## config.mk

```make
export PLATFORM = sky130hd
export DESIGN_NAME = byte_stuffed_frame_receiver
export DESIGN_NICKNAME = d
export VERILOG_FILES = /design/src/hw/rtl/bsfr_pkg.sv /design/src/hw/rtl/byte_stuffed_frame_receiver.sv /design/src/hw/rtl/bsfr_front.sv /design/src/hw/rtl/bsfr_queue.sv /design/src/hw/rtl/bsfr_back.sv
export SDC_FILE = /design/constraint.sdc
export NUM_CORES = 1
export LEC_CHECK = 0
export BUFFER_PORTS_ARGS = -buffer_cell sky130_fd_sc_hd__buf_2
export CELL_PAD_IN_SITES_DETAIL_PLACEMENT = 0
export CELL_PAD_IN_SITES_GLOBAL_PLACEMENT = 1
export CORE_UTILIZATION = 45
export CTS_BUF_LIST = sky130_fd_sc_hd__clkbuf_16
export DETAILED_ROUTE_END_ITERATION = 8
export MAX_ROUTING_LAYER = met4
export PLACE_DENSITY_LB_ADDON = 0.1
export SYNTH_ARGS = -nofsm -noshare
export SYNTH_HDL_FRONTEND = slang
export SYNTH_SLANG_ARGS = --single-unit
```

## constraint.sdc

```tcl
create_clock -name i_clk -period 3.93 [get_ports i_clk]
set_clock_uncertainty 0.1 [all_clocks]
set_input_delay 0.393 -clock i_clk [delete_from_list [all_inputs] [get_ports i_clk]]
set_output_delay 0.393 -clock i_clk [all_outputs]
set_load 0.01 [all_outputs]
```

## src/hw/rtl/bsfr_pkg.sv

```systemverilog
// Shared types, constants and the CRC-16 byte step for the byte-stuffed frame receiver.
// No dependencies; every other file of the block imports this package.
package bsfr_pkg;

    // Framing and escape bytes on the line.
    localparam logic [7:0] FLAG_BYTE = 8'h7E;
    localparam logic [7:0] ESC_BYTE  = 8'h7D;
    localparam logic [7:0] ESC_FLAG  = 8'h5E;
    localparam logic [7:0] ESC_ESC   = 8'h5D;

    // The unescaped byte count saturates here; only compares against 8-bit limits follow it.
    localparam logic [7:0] COUNT_SAT     = 8'hFF;
    localparam logic [7:0] MIN_LEN_RESET = 8'd6;

    // End-of-frame status codes.
    localparam logic [1:0] ST_OK    = 2'd0;
    localparam logic [1:0] ST_CRC   = 2'd1;
    localparam logic [1:0] ST_SHORT = 2'd2;
    localparam logic [1:0] ST_LONG  = 2'd3;

    // Number of commands the queue between the front and the back can hold.
    localparam int QUEUE_DEPTH = 4;

    // One classified line byte: zero to two unescaped bytes to push, then maybe a frame end.
    typedef struct packed {
        logic [1:0] push_cnt;
        logic [7:0] byte0;
        logic [7:0] byte1;
        logic       is_end;
        logic       too_long;
    } t_cmd;

    // Queue fill status as seen by both sides.
    typedef struct packed {
        logic full;
        logic empty;
    } t_q_stat;

    // One byte of CRC-16 with polynomial 0x1021, MSB first.
    function automatic logic [15:0] crc_byte(input logic [15:0] crc, input logic [7:0] b);
        logic [7:0]  x;
        logic [15:0] xw;
        x  = crc[15:8] ^ b;
        x  = x ^ (x >> 4);
        xw = {8'h00, x};
        return {crc[7:0], 8'h00} ^ (xw << 12) ^ (xw << 5) ^ xw;
    endfunction

endpackage

```

## src/hw/rtl/byte_stuffed_frame_receiver.sv

```systemverilog
// Byte-stuffed frame receiver: flag framing, escape removal and CRC-16 check.
// Instantiates bsfr_front, bsfr_queue and bsfr_back; depends on bsfr_pkg.
//
// The receiver takes one raw line byte per clock cycle. The front part removes
// the escaping and tracks overlong frames in the same cycle and queues a command
// for each byte that leads to work; the back part then handles each unescaped
// byte and each frame end in turn, so a byte that yields two results (a broken
// escape followed by an ordinary byte, or a pending escape before the closing
// flag) keeps the back part busy for both results. A four-entry command queue
// absorbs these bursts and output stalls; input stall rises only when it is full.
// Each frame gives its payload bytes (all but the last two unescaped bytes) and
// then one end transaction with status ok, CRC error, too short or too long.
// After reset the receiver hunts for a flag; no clearing pass is needed.
module byte_stuffed_frame_receiver #(
    parameter int MAX_RAW_BYTES = 128
) (
    input  logic       i_clk,
    input  logic       i_rst_n,
    input  logic       i_valid,
    output logic       o_stall,
    input  logic [7:0] i_rx_byte,
    output logic       o_valid,
    input  logic       i_stall,
    output logic [7:0] o_payload_byte,
    output logic       o_frame_end,
    output logic [1:0] o_frame_status,
    input  logic       i_cfg_wr_en,
    input  logic [7:0] i_cfg_wr_data
);
    import bsfr_pkg::*;

    logic    q_push;
    logic    q_pop;
    t_cmd    front_cmd;
    t_cmd    head_cmd;
    t_q_stat q_stat;

    // Front part: accept and classify line bytes.
    bsfr_front #(
        .MAX_RAW_BYTES (MAX_RAW_BYTES)
    ) u_front (
        .i_clk     (i_clk),
        .i_rst_n   (i_rst_n),
        .i_valid   (i_valid),
        .o_stall   (o_stall),
        .i_rx_byte (i_rx_byte),
        .o_push    (q_push),
        .o_cmd     (front_cmd),
        .i_q_stat  (q_stat)
    );

    // Command queue between the two parts.
    bsfr_queue u_queue (
        .i_clk    (i_clk),
        .i_rst_n  (i_rst_n),
        .i_push   (q_push),
        .i_cmd    (front_cmd),
        .i_pop    (q_pop),
        .o_cmd    (head_cmd),
        .o_q_stat (q_stat)
    );

    // Back part: payload streaming, CRC and frame verdict.
    bsfr_back u_back (
        .i_clk          (i_clk),
        .i_rst_n        (i_rst_n),
        .i_cmd          (head_cmd),
        .i_q_stat       (q_stat),
        .o_pop          (q_pop),
        .i_cfg_wr_en    (i_cfg_wr_en),
        .i_cfg_wr_data  (i_cfg_wr_data),
        .o_valid        (o_valid),
        .i_stall        (i_stall),
        .o_payload_byte (o_payload_byte),
        .o_frame_end    (o_frame_end),
        .o_frame_status (o_frame_status)
    );

    // The back part never takes a command from an empty queue.
    assert property (@(posedge i_clk) disable iff (!i_rst_n) q_pop |-> !q_stat.empty)
        else $error("command taken from empty queue");

    // Reset leaves no result pending.
    assert property (@(posedge i_clk) !i_rst_n |=> !o_valid)
        else $error("result valid after reset");

    // Payload transactions carry no status.
    assert property (@(posedge i_clk) disable iff (!i_rst_n)
        (o_valid && !o_frame_end) |-> (o_frame_status == ST_OK))
        else $error("payload transaction with nonzero status");

    // End transactions carry a zero payload byte.
    assert property (@(posedge i_clk) disable iff (!i_rst_n)
        (o_valid && o_frame_end) |-> (o_payload_byte == 8'h00))
        else $error("end transaction with nonzero payload");

endmodule

```

## src/hw/rtl/bsfr_front.sv

```systemverilog
// Front part of the frame receiver: accepts line bytes, undoes the escaping and
// tracks overlong frames, then queues one command per byte that leads to work. Depends on bsfr_pkg.
module bsfr_front #(
    parameter int MAX_RAW_BYTES = 128
) (
    input  logic            i_clk,
    input  logic            i_rst_n,
    input  logic            i_valid,
    output logic            o_stall,
    input  logic [7:0]      i_rx_byte,
    output logic            o_push,
    output bsfr_pkg::t_cmd  o_cmd,
    input  bsfr_pkg::t_q_stat i_q_stat
);
    import bsfr_pkg::*;

    localparam int RAW_W = $clog2(MAX_RAW_BYTES + 1);

    logic             r_esc_pending, n_esc_pending;
    logic             r_dropping, n_dropping;
    logic [RAW_W-1:0] r_raw_count, n_raw_count;
    logic             accept;
    t_cmd             cmd;

    // A transaction is taken whenever the queue has room.
    assign o_stall = i_q_stat.full;
    assign accept  = i_valid && !i_q_stat.full;

    // Classify the byte and work out the next escape and overlong state.
    always_comb begin
        n_esc_pending = r_esc_pending;
        n_dropping    = r_dropping;
        n_raw_count   = r_raw_count;
        cmd           = '0;
        if (i_rx_byte == FLAG_BYTE) begin
            // A pending escape counts as a literal escape byte before the frame is judged.
            if (!r_dropping && r_esc_pending) begin
                cmd.push_cnt = 2'd1;
                cmd.byte0    = ESC_BYTE;
            end
            cmd.is_end    = 1'b1;
            cmd.too_long  = r_dropping;
            n_esc_pending = 1'b0;
            n_dropping    = 1'b0;
            n_raw_count   = '0;
        end else if (r_dropping) begin
            n_dropping = 1'b1;
        end else if (r_raw_count >= RAW_W'(MAX_RAW_BYTES)) begin
            n_dropping    = 1'b1;
            n_esc_pending = 1'b0;
        end else begin
            n_raw_count = r_raw_count + RAW_W'(1);
            if (r_esc_pending) begin
                n_esc_pending = 1'b0;
                if (i_rx_byte == ESC_FLAG) begin
                    cmd.push_cnt = 2'd1;
                    cmd.byte0    = FLAG_BYTE;
                end else if (i_rx_byte == ESC_ESC) begin
                    cmd.push_cnt = 2'd1;
                    cmd.byte0    = ESC_BYTE;
                end else begin
                    // Unknown escape: keep the escape byte and treat this byte as fresh.
                    cmd.byte0 = ESC_BYTE;
                    if (i_rx_byte == ESC_BYTE) begin
                        cmd.push_cnt  = 2'd1;
                        n_esc_pending = 1'b1;
                    end else begin
                        cmd.push_cnt = 2'd2;
                        cmd.byte1    = i_rx_byte;
                    end
                end
            end else if (i_rx_byte == ESC_BYTE) begin
                n_esc_pending = 1'b1;
            end else begin
                cmd.push_cnt = 2'd1;
                cmd.byte0    = i_rx_byte;
            end
        end
    end

    // Only bytes that lead to some work are queued.
    assign o_push = accept && ((cmd.push_cnt != 2'd0) || cmd.is_end);
    assign o_cmd  = cmd;

    // Escape and overlong state.
    always_ff @(posedge i_clk) begin
        if (!i_rst_n) begin
            r_esc_pending <= 1'b0;
            r_dropping    <= 1'b0;
            r_raw_count   <= '0;
        end else if (accept) begin
            r_esc_pending <= n_esc_pending;
            r_dropping    <= n_dropping;
            r_raw_count   <= n_raw_count;
        end
    end

endmodule

```

## src/hw/rtl/bsfr_queue.sv

```systemverilog
// Short command queue between the front and the back of the frame receiver.
// Depends on bsfr_pkg for the command type and the depth.
module bsfr_queue (
    input  logic              i_clk,
    input  logic              i_rst_n,
    input  logic              i_push,
    input  bsfr_pkg::t_cmd    i_cmd,
    input  logic              i_pop,
    output bsfr_pkg::t_cmd    o_cmd,
    output bsfr_pkg::t_q_stat o_q_stat
);
    import bsfr_pkg::*;

    localparam int PTR_W = $clog2(QUEUE_DEPTH);
    localparam int CNT_W = $clog2(QUEUE_DEPTH + 1);

    t_cmd             r_mem [QUEUE_DEPTH];
    logic [PTR_W-1:0] r_wr_ptr;
    logic [PTR_W-1:0] r_rd_ptr;
    logic [CNT_W-1:0] r_count;
    logic             do_push;
    logic             do_pop;

    assign o_q_stat.full  = (r_count == CNT_W'(QUEUE_DEPTH));
    assign o_q_stat.empty = (r_count == '0);
    assign do_push        = i_push && !o_q_stat.full;
    assign do_pop         = i_pop && !o_q_stat.empty;
    assign o_cmd          = r_mem[r_rd_ptr];

    // Storage for queued commands.
    always_ff @(posedge i_clk) begin
        if (do_push) begin
            r_mem[r_wr_ptr] <= i_cmd;
        end
    end

    // Pointers and fill count.
    always_ff @(posedge i_clk) begin
        if (!i_rst_n) begin
            r_wr_ptr <= '0;
            r_rd_ptr <= '0;
            r_count  <= '0;
        end else begin
            if (do_push) begin
                r_wr_ptr <= (r_wr_ptr == PTR_W'(QUEUE_DEPTH - 1)) ? '0 : r_wr_ptr + PTR_W'(1);
            end
            if (do_pop) begin
                r_rd_ptr <= (r_rd_ptr == PTR_W'(QUEUE_DEPTH - 1)) ? '0 : r_rd_ptr + PTR_W'(1);
            end
            if (do_push && !do_pop) begin
                r_count <= r_count + CNT_W'(1);
            end else if (do_pop && !do_push) begin
                r_count <= r_count - CNT_W'(1);
            end
        end
    end

endmodule

```

## src/hw/rtl/bsfr_back.sv

```systemverilog
// Back part of the frame receiver: holds back the CRC bytes, streams payload,
// runs the CRC and judges each frame. Depends on bsfr_pkg.
module bsfr_back (
    input  logic              i_clk,
    input  logic              i_rst_n,
    input  bsfr_pkg::t_cmd    i_cmd,
    input  bsfr_pkg::t_q_stat i_q_stat,
    output logic              o_pop,
    input  logic              i_cfg_wr_en,
    input  logic [7:0]        i_cfg_wr_data,
    output logic              o_valid,
    input  logic              i_stall,
    output logic [7:0]        o_payload_byte,
    output logic              o_frame_end,
    output logic [1:0]        o_frame_status
);
    import bsfr_pkg::*;

    logic [7:0]  r_min_frame_length;
    logic        r_in_frame, n_in_frame;
    logic [7:0]  r_unesc_cnt, n_unesc_cnt;
    logic [7:0]  r_held0, n_held0;
    logic [7:0]  r_held1, n_held1;
    logic [15:0] r_crc, n_crc;
    logic        r_sub, n_sub;
    logic        r_out_valid;
    logic [7:0]  r_out_byte;
    logic        r_out_end;
    logic [1:0]  r_out_status;

    logic        out_free;
    logic        go;
    logic [1:0]  total_ops;
    logic        last_op;
    logic        cur_is_push;
    logic [7:0]  cur_byte;
    logic [1:0]  status;
    logic        emit;
    logic [7:0]  emit_byte;
    logic        emit_end;
    logic [1:0]  emit_status;

    // Output register is free when empty or being taken this cycle.
    assign out_free    = !r_out_valid || !i_stall;
    assign total_ops   = i_cmd.push_cnt + {1'b0, i_cmd.is_end};
    assign last_op     = (({1'b0, r_sub} + 2'd1) == total_ops);
    assign cur_is_push = ({1'b0, r_sub} < i_cmd.push_cnt);
    assign cur_byte    = r_sub ? i_cmd.byte1 : i_cmd.byte0;

    // While hunting no result can come out, so the output register need not be free.
    assign go    = !i_q_stat.empty && (!r_in_frame || out_free);
    assign o_pop = go && last_op;

    // Frame verdict from the overlong flag, held bytes, count and running CRC.
    always_comb begin
        if (i_cmd.too_long) begin
            status = ST_LONG;
        end else if ((r_unesc_cnt < 8'd2) || (r_unesc_cnt < r_min_frame_length)) begin
            status = ST_SHORT;
        end else if ((r_held0 == r_crc[7:0]) && (r_held1 == r_crc[15:8])) begin
            status = ST_OK;
        end else begin
            status = ST_CRC;
        end
    end

    // Carry out one push or one frame end per cycle while not stalled.
    always_comb begin
        n_in_frame  = r_in_frame;
        n_unesc_cnt = r_unesc_cnt;
        n_held0     = r_held0;
        n_held1     = r_held1;
        n_crc       = r_crc;
        n_sub       = r_sub;
        emit        = 1'b0;
        emit_byte   = 8'h00;
        emit_end    = 1'b0;
        emit_status = ST_OK;
        if (go) begin
            n_sub = last_op ? 1'b0 : ~r_sub;
            if (!r_in_frame) begin
                // Hunting: pushes are ignored and a flag opens a fresh frame.
                if (!cur_is_push) begin
                    n_in_frame  = 1'b1;
                    n_unesc_cnt = '0;
                    n_held0     = '0;
                    n_held1     = '0;
                    n_crc       = '0;
                end
            end else if (cur_is_push) begin
                if (r_unesc_cnt >= 8'd2) begin
                    emit      = 1'b1;
                    emit_byte = r_held0;
                    n_crc     = crc_byte(r_crc, r_held0);
                    n_held0   = r_held1;
                    n_held1   = cur_byte;
                end else if (r_unesc_cnt[0]) begin
                    n_held1 = cur_byte;
                end else begin
                    n_held0 = cur_byte;
                end
                if (r_unesc_cnt != COUNT_SAT) begin
                    n_unesc_cnt = r_unesc_cnt + 8'd1;
                end
            end else begin
                // Closing flag: report, clear, and hunt again only after a good frame.
                emit        = 1'b1;
                emit_end    = 1'b1;
                emit_status = status;
                n_in_frame  = (status != ST_OK);
                n_unesc_cnt = '0;
                n_held0     = '0;
                n_held1     = '0;
                n_crc       = '0;
            end
        end
    end

    // Frame state, configuration and output register.
    always_ff @(posedge i_clk) begin
        if (!i_rst_n) begin
            r_min_frame_length <= MIN_LEN_RESET;
            r_in_frame         <= 1'b0;
            r_unesc_cnt        <= '0;
            r_sub              <= 1'b0;
            r_out_valid        <= 1'b0;
        end else begin
            if (i_cfg_wr_en) begin
                r_min_frame_length <= i_cfg_wr_data;
            end
            r_in_frame  <= n_in_frame;
            r_unesc_cnt <= n_unesc_cnt;
            r_sub       <= n_sub;
            if (out_free) begin
                r_out_valid <= emit;
            end
        end
    end

    // Payload registers.
    always_ff @(posedge i_clk) begin
        r_held0 <= n_held0;
        r_held1 <= n_held1;
        r_crc   <= n_crc;
        if (out_free) begin
            r_out_byte   <= emit_byte;
            r_out_end    <= emit_end;
            r_out_status <= emit_status;
        end
    end

    assign o_valid        = r_out_valid;
    assign o_payload_byte = r_out_byte;
    assign o_frame_end    = r_out_end;
    assign o_frame_status = r_out_status;

endmodule
```

Word level (Yosys, flattened, before mapping)
Memory sizes are Yosys's and may differ from the RTL's. A register that Yosys moved wholly into a read port is not among the register bits.
Index checks and enable logic that the tools add are counted.
Operators by class
  $add $sub $neg: 8
  magnitude comparators: 5
  equal/unequal tests: 18
  muxes and demuxes: 64
  bitwise gates (word level): 8
  reduce and logical (&&, ||, !) cells: 35
Operators with widths (number)
  2-to-1 mux 8 bit: 21
  2-to-1 mux 16 bit: 4
  2-to-1 mux 10 bit: 4
  2-to-1 mux 18 bit: 2
  == test 8 x 7 -> 1 bit (second input constant): 4
  2-to-1 mux 1 bit: 21
  2-to-1 mux 9 bit: 2
  adder 8 x 1 -> 8 bit (second input constant): 2
  == test 8 bit: 2
  2-to-1 mux 2 bit: 8
  XOR 16 x 13 -> 16 bit: 1
  XOR 16 bit: 1
  XOR 16 x 8 -> 16 bit: 1
  AND reduction 3 bit: 5
  logical AND 1 bit: 10
  >= comparator 8 x 2 -> 1 bit (second input constant): 1
  >= comparator 8 bit (second input constant): 1
  zero test 1 bit: 8
  < comparator 8 x 2 -> 1 bit (second input constant): 1
  < comparator 8 bit: 1
  != test 8 bit (second input constant): 1
  XOR 8 x 4 -> 8 bit: 1
  XOR 8 bit: 1
  2-to-1 mux 3 bit: 2
  other kinds (20): 33
Storage, ports and cells
  bits in registers: 79
  memory bits (writable): 80
  input bits: 21
  output and inout bits: 13
  memories kept: 1
Memories
  u_queue.r_mem: words 4, bits a word 20, read ports 1, clocked after memory_dff 1, wr ports 1, line bsfr_queue.sv:17  | t_cmd r_mem [QUEUE_DEPTH];

Logic depth before layout (Yosys ltp)
  depth after elaboration: 16
  depth in mapped cells: 14
  depth with buffers taken out: 12

Hierarchy
From an unflattened synthesis, not the netlist that was laid out.
Unflattened totals
  cell total of the unflattened synthesis: 575
  area, all modules: 7511.0 um2
By module, submodules not included
  bsfr_queue: times used 1, cells each 155, area an instance 3359.5 um2
  bsfr_back: times used 1, cells each 299, area an instance 3224.3 um2
  bsfr_front: times used 1, cells each 121, area an instance 927.1 um2

Worst setup path before layout
OpenSTA, ideal clock, no wires.
  kind: register to register
  start: register with a tool-made name
  end: register u_queue.r_count[2]
  library setup time: 0.070 ns
  arrival: 3.164 ns
  required time: 3.760 ns
  setup slack: 0.596 ns
  cell stages (with the launch flop): 14
  clock period less this slack: 3.334 ns
  path through: dfxtp_1 -> buf_6 -> buf_2 -> mux4_2 -> ha_1 -> or3_1 -> o21ai_2 -> inv_1 -> ha_1 -> inv_1 -> fa_1 -> xor2_1 -> or3_1 -> a21oi_1
RTL lines
  end signal, assigned: line bsfr_queue.sv:51  | r_count <= r_count + CNT_W'(1);
  end signal, assigned: line bsfr_queue.sv:53  | r_count <= r_count - CNT_W'(1);
  end, declared: line bsfr_queue.sv:20  | logic [CNT_W-1:0] r_count;

==> metrics.md <==
| Metric | Value |
|---|---|
| Status | `finished, final reports clean` |
| Post-synthesis sequential area ratio | `between 60% and 70%` |
| Syn_nets | `~600` |
| Critical path's slowest cell | `mux4_2` |
| Congestion Overflow GR | `0` |
| Largest net degree at the start of global routing | `32` |
| Max_slew headroom | `45.1%` |
| Critical path class | `reg2reg` |
| Starting density of the core | `between 40% and 50%` |
| Detail Placement HPWL | `approximately 9700 µm` |
| DRC errors left | `0` |
| All-layer global routing usage | `18.3%` |
| EDFF count, synth | `roughly 120` |
| Vias | `approximately 4300` |
| Slew @ Worst Pin | `roughly 0.81 ns` |
| Power density over the cells | `~570 nW/µm²` |
| H-tree lvl count | `4` |
| Post-place setup slack | `~0.6 ns` |
| CTS Buffer Depth | `2` |
| Vias in the first global route | `~4200` |
| Final number of hold-violating endpoints | `0` |
| Lkg Pwr | `between 2 and 3 nW` |
| Async SR Flop Fraction | `0%` |
| CTS tree | `yes` |
| Antenna Nets Post-Route | `0` |
| Die Y-Extent | `approximately 130 µm` |
| Starting DRC count in detailed routing | `between 200 and 300` |
| Setup crit start kind | `register` |
| Post-CTS setup buffers | `0` |
| Overall Power | `between 4 and 5 mW` |
| Die area | `between 15000 and 20000 µm²` |
| Clk Latency, worst-skew pair | `0.42 ns` |
| Yosys warnings | `0` |
| CP max FO | `18` |
| Clk root buf | `clkbuf_16` |
| Yosys reg bits | `161` |
| Count of mapped cells out of synthesis | `563` |
| Post-layout nets | `roughly 640` |
| Most used cell along the critical path | `inv_1` |
| Clock sinks | `between 150 and 200` |
| Chip width | `130 µm` |
| Setup violators final | `0` |
| Most frequent cells in the layout | `edfxtp_1, nor2_1, xnor2_1, dfxtp_1, buf_2` |
| Inserted Diodes | `0` |
| Maximum clock rate | `about 300 MHz` |
| Max_cap viols | `0` |
| Commonest non-fill, non-tap cell in the layout | `edfxtp_1` |
| Hold Crit Class | `in2reg` |
| CORE AREA | `between 15000 and 20000 µm²` |
| Port bufs | `33` |
| First-pass GRT wire length | `~22000 µm` |
| Tmin final | `roughly 3.3 ns` |
| CP peak stage delay | `between 0.6 and 0.7 ns` |
| Drt first pass iters | `4` |
| CP Capture Type | `register` |
| DR WL/cell | `between 15 and 20 µm` |
| Data arrival, critical path | `between 3 and 4 ns` |
| Worst Slack Setup Final | `~0.63 ns` |
| Vias per cell | `between 5 and 6` |
| Worst Path Required | `around 4.2 ns` |
| Row count | `between 40 and 50` |
| RePlAce Congestion | `approximately 0.81` |
| Cts bufs inserted | `17` |
| Final worst-path cycle share | `84.0%` |
| Routed WL | `around 14000 µm` |
| Count of cell types in the netlist | `64` |
| I/O pin count | `34` |
| VDD IR max | `approximately 0.33 mV` |
| Clk slew on worst S/H paths | `~0.06 ns` |
| Total negative slack | `0 ns` |
| RSZ-0062 raised after global routing | `false` |
| # hold bufs at CTS | `0` |
| Crit path cell chain | `buf_4 -> mux4_2 -> xnor2_2 -> nand4_1 -> o21ai_2 -> inv_1 -> ha_1 -> inv_1 -> fa_1 -> xor2_1 -> or3_1 -> a21oi_1` |
| Initial antenna violation count | `0` |
| Pins Over Slew Limit | `0` |
| P&R area growth vs syn | `12.1%` |
| Ys flop type | `edfxtp_1` |
| Cts repair resizes | `0` |
| Mapped Area | `7400 µm²` |
| Share of layout cells above drive strength 1 | `17.1%` |
| Mapped Avg Cell Area | `around 13 µm²` |
==> power breakdown <==
group | internal [mW] | total [mW] | switching (mW)
combinational | 0.505 | 1.14 | 0.631
clock | 0.799 | 1.45 | 0.651
sequential | 2.05 | 2.16 | 0.113
==> synthesized netlist by cell type, types with 2 or more instances <==
master / count / area, µm²
a32oi_1: 2 / 17.5
xnor2_1: 41 / 359
nor3_1: 14 / 70.1
nor4_1: 4 / 25.0
or2_2: 4 / 25.0
o211ai_1: 3 / 22.5
clkbuf_1: 8 / 30.0
o31ai_1: 2 / 15.0
a21o_1: 3 / 22.5
xor2_1: 8 / 70.1
o21ai_0: 10 / 50.1
buf_6: 3 / 33.8
nor3b_1: 2 / 15.0
or3_1: 4 / 25.0
nand2b_1: 3 / 18.8
and3_1: 13 / 81.3
mux4_2: 19 / 428
dfxtp_1: 38 / 761
and2_1: 19 / 119
nand2_1: 20 / 75.1
inv_1: 19 / 71.3
and4_1: 3 / 26.3
a21oi_1: 23 / 115
o21a_1: 3 / 22.5
nand3b_1: 2 / 15.0
a211oi_1: 9 / 67.6
mux2i_1: 18 / 180
nor2_1: 66 / 248
ha_1: 18 / 225
nand4_1: 7 / 43.8
edfxtp_1: 123 / 3690
buf_2: 8 / 40.0
nand3_1: 12 / 60.1
or4_1: 2 / 15.0
==> final timing paths <==
check             cells past startpoint                            to                    from  slack [ns]
setup / recovery                     12            u_queue.r_count[2]                register        0.63
hold / removal                        3  u_back.r_min_frame_length[2]        i_cfg_wr_data[2]         0.1
setup reg to reg                     12            u_queue.r_count[2]                register        0.63
hold reg to reg                       2        u_front.r_raw_count[5]  u_front.r_raw_count[5]        0.38
==> stage by stage <==
stage / instances / instance area (µm²) / util [%] / hold slack (ns)
global route: 831 / 8290 / 52.0 / 0.0796
detailed placement: 799 / 7770 / 48.7 / 0.366
CTS: 831 / 8290 / 52.0 / 0.0687
finish: 831 / 8290 / 52.0 / 0.0969
floorplan: 563 / 7400 / - / 0.344
global placement: 799 / 7770 / 48.7 / 0.356
==> state kept, by name, indices dropped and copies added, names as in the netlist, 2 cells and up, named ones only <==
| register | count |
|---|---|
| u_back.r_crc | 16 |
| u_queue.r_rd_ptr | 2 |
| u_back.r_min_frame_length | 8 |
| u_queue.r_mem | 80 |
| u_back.r_unesc_cnt | 8 |
| u_front.r_raw_count | 8 |
| u_back.o_frame_status | 2 |
| u_queue.r_count | 3 |
| u_queue.r_wr_ptr | 2 |
| u_back.o_payload_byte | 8 |
| u_back.r_held1 | 8 |
| u_back.r_held0 | 8 |
==> worst max-delay path, delay by kind of cell (launching register included) <==
kind | cells | cell delay (ns)
compound gates | 2 | 0.27
flops | 1 | 0.39
xor+xnor | 2 | 0.35
mux | 1 | 0.63
buf+inv | 3 | 0.52
fa+ha+maj | 2 | 0.56
simple gates | 2 | 0.42
==> cell type report <==
cell class                      count  area (µm²)
Clock buffer                       17         425
Clock inverter                     15        97.6
Fill cell                        1378        7650
Inverter                           20        75.1
Multi-Input combinational cell    361        2750
Sequential cell                   161        4450
Tap cell                          216         270
Timing Repair Buffer               41         225
==> per-layer routing <==
metal / vias to the layer above / share of wire (%) / GRT usage [%]
li1: 2160 / - / -
met1: 2089 / 47 / 22.6
met2: 62 / 49 / 29.0
met3: 12 / 2.7 / 4.10
met4: 0 / 1.3 / 7.18
met5: - / 0 / -
==> logic make-up after synthesis <==
logic type	Yosys count	synth area share (%)
AOI/OAI and AO/OA	69	6.36
muxes	38	8.58
xor gates and xnor gates	50	6.02
buffers and inverters	41	2.66
adders and majority gates	19	3.32
DFF	161	60.2
and+or+nand+nor	185	12.8
No activity file was read; power rests on OpenSTA's default activity.
